`src/sv/tms_pkg.sv`:
```
// Package for the timed message scheduler: payload structs, slot record,
// request, mode, event and register codes, and shared constants.
// No dependencies.
package tms_pkg;

  localparam int DEF_MAX_ACTIVE  = 4;
  localparam int DEF_MAX_PENDING = 16;
  localparam int EV_DEPTH        = 15;
  localparam int EV_AW           = $clog2(EV_DEPTH);
  localparam int EV_CW           = $clog2(EV_DEPTH + 1);
  localparam logic [20:0] MIN_AUTO_MS = 21'd1000;

  localparam logic [1:0] REQ_ENQUEUE = 2'd0;
  localparam logic [1:0] REQ_CANCEL  = 2'd1;
  localparam logic [1:0] REQ_CLEAR   = 2'd2;
  localparam logic [1:0] REQ_TICK    = 2'd3;

  localparam logic [1:0] MODE_REPLACE  = 2'd0;
  localparam logic [1:0] MODE_FIFO     = 2'd1;
  localparam logic [1:0] MODE_PRIORITY = 2'd2;
  localparam logic [1:0] MODE_STACK    = 2'd3;

  localparam logic [1:0] EV_STARTED = 2'd0;
  localparam logic [1:0] EV_EXPIRED = 2'd1;
  localparam logic [1:0] EV_DONE    = 2'd2;

  localparam logic [1:0] CFG_QUEUE_MODE   = 2'd0;
  localparam logic [1:0] CFG_MAX_STACKED  = 2'd1;
  localparam logic [1:0] CFG_TIME_LETTER  = 2'd2;
  localparam logic [1:0] CFG_TIME_AFTER   = 2'd3;

  typedef struct packed {
    logic [1:0]  req_type;
    logic [15:0] request_id;
    logic [7:0]  priority_req;
    logic        uninterruptible;
    logic [15:0] duration_ms;
    logic [15:0] delay_ms;
    logic [9:0]  text_length;
    logic [15:0] delta_ms;
  } tms_in_t;

  typedef struct packed {
    logic [1:0]  event_kind;
    logic [15:0] event_id;
    logic [15:0] top_active_id;
    logic        dropped;
    logic        last_of_run;
  } tms_out_t;

  typedef struct packed {
    logic [15:0] id;
    logic [7:0]  prio;
    logic        unint;
    logic        started;
    logic [23:0] remaining;
    logic [15:0] delay;
  } slot_t;

  typedef struct packed {
    logic [1:0]  kind;
    logic [15:0] id;
  } ev_t;

  typedef enum logic [2:0] {
    OP_HOLD, OP_INSERT, OP_REMOVE, OP_WRITE, OP_CLEAR
  } chain_op_t;

  typedef enum logic [1:0] {
    SEL_KEEP, SEL_LEFT, SEL_RIGHT, SEL_NEW
  } cell_sel_t;

  function automatic slot_t arm(slot_t s);
    slot_t r;
    r = s;
    r.started = (s.delay == 16'd0);
    return r;
  endfunction

endpackage

```
`src/sv/tms_cell.sv`:
```
// One slot cell of a message chain: holds a slot record and loads it from
// a neighbour or from new data. Depends on tms_pkg.
module tms_cell import tms_pkg::*; (
  input  logic      clk,
  input  cell_sel_t sel,
  input  slot_t     left,
  input  slot_t     right,
  input  slot_t     din,
  output slot_t     q
);

  always_ff @(posedge clk) begin
    case (sel)
      SEL_LEFT:  q <= left;
      SEL_RIGHT: q <= right;
      SEL_NEW:   q <= din;
      default:   q <= q;
    endcase
  end

endmodule

```
`src/sv/tms_chain.sv`:
```
// Row of slot cells with a fill count; insert and remove shift the cells from idx on,
// write loads the cell at idx, clear resets the count. Depends on tms_pkg and tms_cell.
module tms_chain import tms_pkg::*; #(
  parameter int N  = DEF_MAX_PENDING,
  parameter int CW = $clog2(N + 1)
) (
  input  logic          clk,
  input  logic          rst,
  input  chain_op_t     op,
  input  logic [CW-1:0] idx,
  input  slot_t         din,
  output slot_t         q [N],
  output logic [CW-1:0] count
);

  for (genvar j = 0; j < N; j++) begin : g_cell
    cell_sel_t sel;
    slot_t     left;
    slot_t     right;

    if (j == 0) begin : g_l0
      assign left = din;
    end else begin : g_ln
      assign left = q[j-1];
    end
    if (j == N - 1) begin : g_rl
      assign right = q[j];
    end else begin : g_rn
      assign right = q[j+1];
    end

    always_comb begin
      sel = SEL_KEEP;
      unique case (op)
        OP_INSERT: begin
          if (CW'(j) > idx) sel = SEL_LEFT;
          else if (CW'(j) == idx) sel = SEL_NEW;
        end
        OP_REMOVE: begin
          if (CW'(j) >= idx) sel = SEL_RIGHT;
        end
        OP_WRITE: begin
          if (CW'(j) == idx) sel = SEL_NEW;
        end
        default: sel = SEL_KEEP;
      endcase
    end

    tms_cell u_cell (
      .clk   (clk),
      .sel   (sel),
      .left  (left),
      .right (right),
      .din   (din),
      .q     (q[j])
    );
  end

  always_ff @(posedge clk) begin
    if (rst) begin
      count <= '0;
    end else begin
      case (op)
        OP_INSERT: count <= count + CW'(1);
        OP_REMOVE: count <= count - CW'(1);
        OP_CLEAR:  count <= '0;
        default:   count <= count;
      endcase
    end
  end

endmodule

```
`src/sv/tms_evq.sv`:
```
// Generic RAM: one write port and one registered read port, width and
// depth set by parameters. Depends on tms_pkg.
module tms_evq import tms_pkg::*; #(
  parameter int W     = $bits(ev_t),
  parameter int DEPTH = EV_DEPTH,
  parameter int AW    = $clog2(DEPTH)
) (
  input  logic          clk,
  input  logic          we,
  input  logic [AW-1:0] waddr,
  input  logic [W-1:0]  wdata,
  input  logic [AW-1:0] raddr,
  output logic [W-1:0]  rdata
);

  logic [W-1:0] mem [DEPTH];

  always_ff @(posedge clk) begin
    if (we) mem[waddr] <= wdata;
    rdata <= mem[raddr];
  end

endmodule

```
`src/sv/timed_message_scheduler.sv`:
```
// Timed message scheduler top level: request, event and configuration
// channels, control sequencer. Depends on tms_pkg, tms_chain, tms_evq.
//
// Usage: a request transaction on req (valid/ready) carries enqueue, cancel,
// clear-all or tick. The block answers with one or more event transactions
// on evt: started and expired events, then a done item marked last_of_run
// that carries the assigned id (cancel: the cancelled id; clear, tick: 0) and
// the dropped flag; every item of a run carries the top active id as left after the request.
// The cfg channel writes queue_mode, max_stacked, time_per_letter_ms and
// time_after_ms by index; it is always ready and the user must use it only while idle (not enforced by the block).
// Timing: a request is taken only when the previous run is fully delivered.
// For clear and tick the sequencer walks the active cells one a cycle, a cell
// that expires on a tick adding a removal step; for a pending scan (priority
// insert, cancel) it scans the pending cells one a cycle. Results then stream
// at one per cycle while evt_ready is high; a stalled receiver holds the
// current item and the block waits. A new request is taken in the cycle after
// the last result.
// Reset (rst, synchronous) empties both chains, sets next id to 1 and loads
// the register defaults.
module timed_message_scheduler import tms_pkg::*; #(
  parameter int MAX_ACTIVE  = DEF_MAX_ACTIVE,
  parameter int MAX_PENDING = DEF_MAX_PENDING
) (
  input  logic        clk,
  input  logic        rst,
  input  logic        req_valid,
  output logic        req_ready,
  input  tms_in_t     req,
  output logic        evt_valid,
  input  logic        evt_ready,
  output tms_out_t    evt,
  input  logic        cfg_valid,
  output logic        cfg_ready,
  input  logic [1:0]  cfg_index,
  input  logic [15:0] cfg_data
);

  localparam int ACW = $clog2(MAX_ACTIVE + 1);
  localparam int PCW = $clog2(MAX_PENDING + 1);

  typedef enum logic [12:0] {
    S_IDLE    = 13'b0000000000001,
    S_PREP    = 13'b0000000000010,
    S_DISP    = 13'b0000000000100,
    S_PUSH    = 13'b0000000001000,
    S_PSCAN   = 13'b0000000010000,
    S_CANCEL  = 13'b0000000100000,
    S_CLR     = 13'b0000001000000,
    S_TICK    = 13'b0000010000000,
    S_TICKEXP = 13'b0000100000000,
    S_ADV     = 13'b0001000000000,
    S_DONE    = 13'b0010000000000,
    S_DRAIN   = 13'b0100000000000,
    S_LOAD    = 13'b1000000000000
  } state_t;

  state_t           state, state_next;
  tms_in_t          req_r;
  slot_t            nslot, nslot_next;
  logic [ACW-1:0]   k, k_next;
  logic [PCW-1:0]   j, j_next;
  logic [MAX_PENDING-1:0] flags, flags_next;
  logic             found, found_next;
  logic [PCW-1:0]   found_idx, found_idx_next;
  logic             scan_first, scan_first_next;
  logic             dropped, dropped_next;
  logic [15:0]      done_id, done_id_next;
  logic [EV_CW-1:0] ev_cnt, ev_cnt_next;
  logic [EV_CW-1:0] rd, rd_next;
  logic [15:0]      next_id, next_id_next;

  logic [1:0]  queue_mode;
  logic [2:0]  max_stacked;
  logic [9:0]  time_per_letter;
  logic [15:0] time_after;

  chain_op_t      a_op, p_op;
  logic [ACW-1:0] a_idx;
  logic [PCW-1:0] p_idx;
  slot_t          a_din, p_din;
  slot_t          a_q [MAX_ACTIVE];
  slot_t          p_q [MAX_PENDING];
  logic [ACW-1:0] a_cnt;
  logic [PCW-1:0] p_cnt;

  logic  ev_we, ev_wr;
  ev_t   ev_w, ev_r;

  slot_t          a_km1, a_kc, a_top, old_slot, c_slot;
  logic [ACW-1:0] km1;
  logic           a_hit;
  logic [ACW-1:0] a_hit_idx;
  logic [MAX_PENDING-1:0] prio_flags, id_flags;
  logic [ACW-1:0] limit;
  logic [19:0]    prod;
  logic [20:0]    auto_sum;
  logic [23:0]    auto_rem;
  logic [15:0]    id_new, nid1, nid2;
  logic           tick_wait, adv_go, last_item;
  logic [15:0]    disp;
  logic [23:0]    rem_new;

  tms_chain #(.N(MAX_ACTIVE), .CW(ACW)) u_active (
    .clk(clk), .rst(rst), .op(a_op), .idx(a_idx), .din(a_din), .q(a_q), .count(a_cnt)
  );

  tms_chain #(.N(MAX_PENDING), .CW(PCW)) u_pending (
    .clk(clk), .rst(rst), .op(p_op), .idx(p_idx), .din(p_din), .q(p_q), .count(p_cnt)
  );

  assign ev_wr = ev_we && (ev_cnt < EV_CW'(EV_DEPTH));

  tms_evq #(.W($bits(ev_t)), .DEPTH(EV_DEPTH), .AW(EV_AW)) u_evq (
    .clk(clk), .we(ev_wr), .waddr(ev_cnt[EV_AW-1:0]), .wdata(ev_w),
    .raddr(rd_next[EV_AW-1:0]), .rdata(ev_r)
  );

  assign km1 = k - ACW'(1);

  always_comb begin
    a_km1     = a_q[0];
    a_kc      = a_q[0];
    a_top     = a_q[0];
    a_hit     = 1'b0;
    a_hit_idx = '0;
    for (int i = 0; i < MAX_ACTIVE; i++) begin
      if (ACW'(i) == km1) a_km1 = a_q[i];
      if (ACW'(i) == k) a_kc = a_q[i];
      if (ACW'(i) == a_cnt - ACW'(1)) a_top = a_q[i];
      if (ACW'(i) < a_cnt && a_q[i].id == req_r.request_id) begin
        a_hit     = 1'b1;
        a_hit_idx = ACW'(i);
      end
    end
    for (int i = 0; i < MAX_PENDING; i++) begin
      prio_flags[i] = (PCW'(i) < p_cnt) && (nslot.prio > p_q[i].prio);
      id_flags[i]   = (PCW'(i) < p_cnt) && (p_q[i].id == req_r.request_id);
    end
  end

  always_comb begin
    int m;
    m = int'(max_stacked);
    if (m < 1) m = 1;
    if (m > MAX_ACTIVE) m = MAX_ACTIVE;
    limit = ACW'(m);
  end

  assign prod     = req_r.text_length * time_per_letter;
  assign auto_sum = {1'b0, prod} + {5'd0, time_after};
  assign auto_rem = {3'd0, (auto_sum < MIN_AUTO_MS) ? MIN_AUTO_MS : auto_sum};

  assign id_new = (req_r.request_id != 16'd0) ? req_r.request_id : next_id;
  assign nid1   = (req_r.request_id != 16'd0) ? next_id :
                  ((next_id == 16'hFFFF) ? 16'd1 : next_id + 16'd1);
  assign nid2   = (id_new >= nid1) ? ((id_new == 16'hFFFF) ? 16'd1 : id_new + 16'd1) : nid1;

  always_comb begin
    old_slot         = a_q[0];
    old_slot.started = 1'b0;
    old_slot.delay   = 16'd0;
  end

  assign tick_wait = !a_km1.started && (a_km1.delay > req_r.delta_ms);
  assign disp      = a_km1.started ? req_r.delta_ms : req_r.delta_ms - a_km1.delay;
  assign rem_new   = (a_km1.remaining > {8'd0, disp}) ? a_km1.remaining - {8'd0, disp}
                                                      : 24'd0;

  always_comb begin
    c_slot = a_km1;
    if (tick_wait) begin
      c_slot.delay = a_km1.delay - req_r.delta_ms;
    end else begin
      c_slot.started   = 1'b1;
      c_slot.delay     = 16'd0;
      c_slot.remaining = rem_new;
    end
  end

  assign adv_go = (queue_mode == MODE_STACK) ? (a_cnt < limit && p_cnt != '0)
                                             : (a_cnt == '0 && p_cnt != '0);

  always_comb begin
    state_next      = state;
    nslot_next      = nslot;
    k_next          = k;
    j_next          = j;
    flags_next      = flags;
    found_next      = found;
    found_idx_next  = found_idx;
    scan_first_next = scan_first;
    dropped_next    = dropped;
    done_id_next    = done_id;
    next_id_next    = next_id;
    rd_next         = rd;
    a_op  = OP_HOLD;
    a_idx = '0;
    a_din = arm(nslot);
    p_op  = OP_HOLD;
    p_idx = '0;
    p_din = nslot;
    ev_we = 1'b0;
    ev_w  = '{kind: EV_STARTED, id: nslot.id};

    unique case (state)
      S_IDLE: begin
        if (req_valid) begin
          dropped_next = 1'b0;
          state_next   = S_PREP;
        end
      end
      S_PREP: begin
        nslot_next.id        = id_new;
        nslot_next.prio      = req_r.priority_req;
        nslot_next.unint     = req_r.uninterruptible;
        nslot_next.started   = 1'b0;
        nslot_next.delay     = req_r.delay_ms;
        nslot_next.remaining = (req_r.duration_ms != 16'd0) ?
                               {8'd0, req_r.duration_ms} : auto_rem;
        unique case (req_r.req_type)
          REQ_ENQUEUE: begin
            done_id_next = id_new;
            next_id_next = nid2;
            state_next   = S_DISP;
          end
          REQ_CANCEL: begin
            done_id_next = req_r.request_id;
            state_next   = S_CANCEL;
          end
          REQ_CLEAR: begin
            done_id_next = 16'd0;
            k_next       = '0;
            state_next   = S_CLR;
          end
          default: begin
            done_id_next = 16'd0;
            k_next       = a_cnt;
            state_next   = S_TICK;
          end
        endcase
      end
      S_DISP: begin
        unique case (queue_mode)
          MODE_REPLACE: begin
            a_op       = OP_CLEAR;
            p_op       = OP_CLEAR;
            state_next = S_PUSH;
          end
          MODE_FIFO: begin
            if (a_cnt == '0) begin
              state_next = S_PUSH;
            end else begin
              if (p_cnt < PCW'(MAX_PENDING)) begin
                p_op  = OP_INSERT;
                p_idx = p_cnt;
              end else begin
                dropped_next = 1'b1;
              end
              state_next = S_DONE;
            end
          end
          MODE_PRIORITY: begin
            if (a_cnt == '0) begin
              state_next = S_PUSH;
            end else if (nslot.prio > a_q[0].prio && !a_q[0].unint) begin
              if (p_cnt < PCW'(MAX_PENDING)) begin
                p_op  = OP_INSERT;
                p_idx = '0;
                p_din = old_slot;
              end else begin
                dropped_next = 1'b1;
              end
              a_op  = OP_WRITE;
              a_idx = '0;
              ev_we = (nslot.delay == 16'd0);
              state_next = S_DONE;
            end else if (p_cnt >= PCW'(MAX_PENDING)) begin
              dropped_next = 1'b1;
              state_next   = S_DONE;
            end else begin
              flags_next      = prio_flags;
              j_next          = '0;
              found_next      = 1'b0;
              scan_first_next = 1'b1;
              state_next      = S_PSCAN;
            end
          end
          default: begin
            if (a_cnt >= limit) begin
              a_op  = OP_REMOVE;
              a_idx = '0;
              ev_we = 1'b1;
              ev_w  = '{kind: EV_EXPIRED, id: a_q[0].id};
            end
            state_next = S_PUSH;
          end
        endcase
      end
      S_PUSH: begin
        a_op  = OP_INSERT;
        a_idx = a_cnt;
        ev_we = (nslot.delay == 16'd0);
        state_next = S_DONE;
      end
      S_PSCAN: begin
        if (j == p_cnt || (scan_first && flags[0])) begin
          if (scan_first) begin
            p_op  = OP_INSERT;
            p_idx = j;
          end else if (found) begin
            p_op  = OP_REMOVE;
            p_idx = found_idx;
          end
          state_next = S_DONE;
        end else begin
          if (flags[0]) begin
            found_next     = 1'b1;
            found_idx_next = j;
          end
          flags_next = flags >> 1;
          j_next     = j + PCW'(1);
        end
      end
      S_CANCEL: begin
        if (a_hit) begin
          a_op  = OP_REMOVE;
          a_idx = a_hit_idx;
          ev_we = 1'b1;
          ev_w  = '{kind: EV_EXPIRED, id: req_r.request_id};
          state_next = S_ADV;
        end else begin
          flags_next      = id_flags;
          j_next          = '0;
          found_next      = 1'b0;
          scan_first_next = 1'b0;
          state_next      = S_PSCAN;
        end
      end
      S_CLR: begin
        if (k < a_cnt) begin
          ev_we  = 1'b1;
          ev_w   = '{kind: EV_EXPIRED, id: a_kc.id};
          k_next = k + ACW'(1);
        end else begin
          a_op       = OP_CLEAR;
          p_op       = OP_CLEAR;
          state_next = S_DONE;
        end
      end
      S_TICK: begin
        if (k == '0) begin
          state_next = S_ADV;
        end else begin
          a_op  = OP_WRITE;
          a_idx = km1;
          a_din = c_slot;
          ev_we = !tick_wait && !a_km1.started;
          ev_w  = '{kind: EV_STARTED, id: a_km1.id};
          if (!tick_wait && rem_new == 24'd0) state_next = S_TICKEXP;
          else k_next = km1;
        end
      end
      S_TICKEXP: begin
        a_op   = OP_REMOVE;
        a_idx  = km1;
        ev_we  = 1'b1;
        ev_w   = '{kind: EV_EXPIRED, id: a_km1.id};
        k_next = km1;
        state_next = S_TICK;
      end
      S_ADV: begin
        if (adv_go) begin
          p_op  = OP_REMOVE;
          p_idx = '0;
          a_op  = OP_INSERT;
          a_idx = a_cnt;
          a_din = arm(p_q[0]);
          ev_we = (p_q[0].delay == 16'd0);
          ev_w  = '{kind: EV_STARTED, id: p_q[0].id};
        end else begin
          state_next = S_DONE;
        end
      end
      S_DONE: begin
        ev_we      = 1'b1;
        ev_w       = '{kind: EV_DONE, id: done_id};
        state_next = S_LOAD;
      end
      S_LOAD: begin
        rd_next    = '0;
        state_next = S_DRAIN;
      end
      S_DRAIN: begin
        if (evt_ready) begin
          if (last_item) state_next = S_IDLE;
          else rd_next = rd + EV_CW'(1);
        end
      end
      default: state_next = S_IDLE;
    endcase
  end

  always_comb begin
    ev_cnt_next = ev_cnt;
    if (state == S_IDLE) ev_cnt_next = '0;
    else if (ev_wr) ev_cnt_next = ev_cnt + EV_CW'(1);
  end

  always_ff @(posedge clk) begin
    if (rst) begin
      state   <= S_IDLE;
      ev_cnt  <= '0;
      rd      <= '0;
      next_id <= 16'd1;
    end else begin
      state   <= state_next;
      ev_cnt  <= ev_cnt_next;
      rd      <= rd_next;
      next_id <= next_id_next;
    end
  end

  always_ff @(posedge clk) begin
    if (req_valid && req_ready) req_r <= req;
    nslot      <= nslot_next;
    k          <= k_next;
    j          <= j_next;
    flags      <= flags_next;
    found      <= found_next;
    found_idx  <= found_idx_next;
    scan_first <= scan_first_next;
    dropped    <= dropped_next;
    done_id    <= done_id_next;
  end

  always_ff @(posedge clk) begin
    if (rst) begin
      queue_mode      <= MODE_FIFO;
      max_stacked     <= 3'd1;
      time_per_letter <= 10'd50;
      time_after      <= 16'd1000;
    end else if (cfg_valid && cfg_ready) begin
      unique case (cfg_index)
        CFG_QUEUE_MODE:  queue_mode      <= cfg_data[1:0];
        CFG_MAX_STACKED: max_stacked     <= cfg_data[2:0];
        CFG_TIME_LETTER: time_per_letter <= cfg_data[9:0];
        default:         time_after      <= cfg_data;
      endcase
    end
  end

  assign cfg_ready = 1'b1;
  assign req_ready = (state == S_IDLE);
  assign evt_valid = (state == S_DRAIN);
  assign last_item = (rd == ev_cnt - EV_CW'(1));

  assign evt.event_kind    = ev_r.kind;
  assign evt.event_id      = ev_r.id;
  assign evt.top_active_id = (a_cnt != '0) ? a_top.id : 16'd0;
  assign evt.dropped       = last_item && dropped;
  assign evt.last_of_run   = last_item;

  a_no_overlap: assert property (@(posedge clk) disable iff (rst)
    evt_valid |-> !req_ready)
    else $error("event output while accepting requests");

  a_ev_bound: assert property (@(posedge clk) disable iff (rst)
    ev_cnt <= EV_CW'(EV_DEPTH))
    else $error("event count overflow");

  a_counts: assert property (@(posedge clk) disable iff (rst)
    a_cnt <= ACW'(MAX_ACTIVE) && p_cnt <= PCW'(MAX_PENDING))
    else $error("chain count beyond depth");

  a_return_idle: assert property (@(posedge clk) disable iff (rst)
    (evt_valid && evt_ready && evt.last_of_run) |=> req_ready)
    else $error("no return to idle after last event");

endmodule

```
`config.mk`:
```
export PLATFORM = sky130hd
export DESIGN_NAME = timed_message_scheduler
export DESIGN_NICKNAME = d
export VERILOG_FILES = /design/src/sv/tms_pkg.sv /design/src/sv/tms_cell.sv /design/src/sv/tms_chain.sv /design/src/sv/tms_evq.sv /design/src/sv/timed_message_scheduler.sv
export SDC_FILE = /design/constraint.sdc
export NUM_CORES = 2
export LEC_CHECK = 0
export BUFFER_PORTS_ARGS = -buffer_cell sky130_fd_sc_hd__buf_2
export CAP_MARGIN = 20
export CELL_PAD_IN_SITES_DETAIL_PLACEMENT = 1
export CELL_PAD_IN_SITES_GLOBAL_PLACEMENT = 2
export CORE_MARGIN = 5
export CORE_UTILIZATION = 40
export DETAILED_ROUTE_END_ITERATION = 16
export PLACE_DENSITY_LB_ADDON = 0.1
export SLEW_MARGIN = 30
export SYNTH_ARGS = -nofsm -noshare
export SYNTH_HDL_FRONTEND = slang
export SYNTH_SLANG_ARGS = --single-unit
```
`constraint.sdc`:
```
create_clock -name clk -period 18.95 [get_ports clk]
set_clock_uncertainty 0.15 [all_clocks]
set_input_delay 1.895 -clock clk [delete_from_list [all_inputs] [get_ports clk]]
set_output_delay 1.895 -clock clk [all_outputs]
set_load 0.03 [all_outputs]
```
==> out/metrics.csv <==
metric;value;unit
outcome;completed;
area of the multi-input gates;45700;µm²
Final Hold Vio Count;0;
achievable frequency;0.115;GHz
area grow syn2layout;11.4;%
R2R setup slack;10.25;ns
Setup crit end kind;flop;
M1 GR Usage;0.404;
Pins Over Slew Limit;0;
Pwr Density;88.6;nW/µm²
busiest grt layer;met2;
share of post-route cells with drive strength above 1;0.0893;
Slew headroom;0.253;
grt ovf;0;
CP max FO;30;
DRC viols;0;
Final setup viols;0;
EDFF count, synth;1769;
clock root buffer;clkbuf_16;
setup ws final;10.25;ns
most common library cells after synthesis;2368 x nand2_1, 1769 x edfxtp_1, 812 x a22oi_1;
clock latency on the worst-skew pair;0.89;ns
Worst Setup SP;k[0];
unrepaired setup endpoints after global routing;no;
leading area contributor after synthesis;edfxtp_1;
Post-Synthesis Cell Area;104000;µm²
post-route cell area;116000;µm²
Initial Utilization;0.402;
Reg area;55000;µm²
Crit Path Class;flop to flop;
top-count cell post-synth;nand2_1;
antenna violations before repair;10;
Tot GR Track Use;0.319;
CP startpoint kind;flop;
Worst EP arrival;9.12;ns
Synth Register Bits;1863;
Seq/Total Area, Yosys;0.528;
WL final;446000;µm
Async SR Flop Fraction;0;
Avg WL per Cell;32.0;µm
core footprint;259000;µm²
syn_nets;10991;
Synth area leaders;edfxtp_1 51%, nand2_1 8.5%, a22oi_1 5.9%, ha_1 3.5%, o21ai_0 3.3%;
number of global-route vias before repair;91165;
I/O pins;147;
setup bufs post-CTS;0;
reg2reg start;k[0];
site row count;187;
DRT iter0 DRCs;8614;
full die area;271000;µm²
worst hold path class;flop to flop;
Worst Hold Launch;req_r[61];
dpl cell area;109000;µm²
syn_area_per_cell;9.91;µm²
Vias per Instance;6.33;
Buffers on Ports;145;
leakage;44.1;nW
CTS Buffer Depth;3;
via count;88122;
gpl congestion;0.916;
Mapped Cells;10508;
TritonCTS clock tree;yes;
CTS clk-pin slew, worst paths;0.06;ns
slowest CP cell;ha_2;
H-tree levels;4;
Max Cap Viol;0;
Die Width;520;µm
critical path required time;19.38;ns
Worst-Margin Slew;1.12;ns
met2 Resource Use GR;0.539;
setup TNS;0;ns
largest net degree at the start of global routing;92;
Synth Warn #;0;
minimum clock period;8.70;ns
dpl ws;10.36;ns
library cells used by synthesis;95;
FILL cells;28447;
Die Y;520;µm
post-route antenna net violation count;0;
Crit path top cell by count;a21oi_1;
Final Net Count;10823;
VDD IR max;0.0000885;V
grt met3 use;0.0426;
global-route wire length before repair;643000;µm
Critical Path Max Stage Delay;0.62;ns
Clock Sinks;1863;
Final Cycle Share;0.459;
final hold slack;0.270;ns
overall power;10.3;mW
Initial DRT Pass Iterations;6;
hold buffers post-CTS;0;
CTS buffer count;217;
HPWL after detailed placement;303000;µm
top_reg_cell synth;edfxtp_1;
top cell type's share of synthesized area;0.510;
# resized after CTS;0;
## sequential cells by signal, summed over array words and instances, names as in the netlist, 4 cells and up
register,flops
done_id,16
ev_cnt,4
flags,16
found_idx,5
j,5
next_id,16
nslot,62
rd,4
req_r,85
state,13
time_after,16
time_per_letter,10
u_active.g_cell.u_cell.q,264
u_evq.mem,270
u_evq.rdata,18
u_pending.count,5
u_pending.g_cell.u_cell.q,1040
## cells by family after synthesis
logic type      synth area share
xor+xnor                  0.0352
compound gates             0.179
other cells            0.0000360
fa+ha+maj                 0.0510
buf+inv                   0.0414
flops                      0.528
mux                       0.0125
simple gates               0.153
## placed cells by master, fill, tap and decap left out, drive strengths merged, types with 67 or more instances in the layout
cell,count
a21o,192
a21oi,613
a22oi,812
a311oi,73
a31oi,79
and2,76
and3,70
buf,414
clkbuf,282
clkinv,93
dfxtp,94
edfxtp,1769
fa,82
ha,293
inv,317
mux2i,77
nand2,2368
nand3,193
nand4,71
nor2,535
nor2b,67
nor3,76
nor4,103
o21ai,749
xnor2,156
xor2,262
## final cells by class
cell class / count / share of cell area
inverters: 312 / 0.0101
flip-flops and latches: 1863 / 0.474
repair buffers: 416 / 0.0258
clock inverters: 120 / 0.0100
multi-input cells: 7530 / 0.394
clock buffers: 281 / 0.0493
well taps: 3402 / 0.0367
diodes: 4 / 0.0000863
## worst max-delay path: cells and delay by family, from the launching register on
family	cells	cell delay [ns]
compound gates	16	3.71
xor+xnor	2	0.31
flops	1	0.49
fa+ha+maj	3	1.39
buf+inv	4	0.99
simple gates	6	1.37
## metal layers
layer  vias up  wire length, µm  share of wire
met5         -               27       0.000061
met2      3548           213000           0.48
met1     45640           179000           0.40
li1      37918                -              -
met4         4            25900          0.058
met3      1012            27500          0.062
## worst paths after layout
path,cells past startpoint,to
max reg2reg,31,k[2]
min,0,nslot[44]
min reg2reg,0,nslot[44]
max,31,k[2]
## report_power, final
part           switching [mW]  internal (mW)
Clock                    1.85           2.34
Combinational           0.995          0.503
Sequential             0.0735           4.52
## stage by stage
| step | utilization | instances |
|---|---|---|
| after global placement | 0.419 | 13507 |
| after floorplan | - | 10508 |
| after CTS | 0.447 | 13919 |
| final | 0.447 | 13928 |
| after detailed placement | 0.420 | 13518 |
| after global routing | 0.447 | 13926 |
Power figures use the tool's default switching activity.
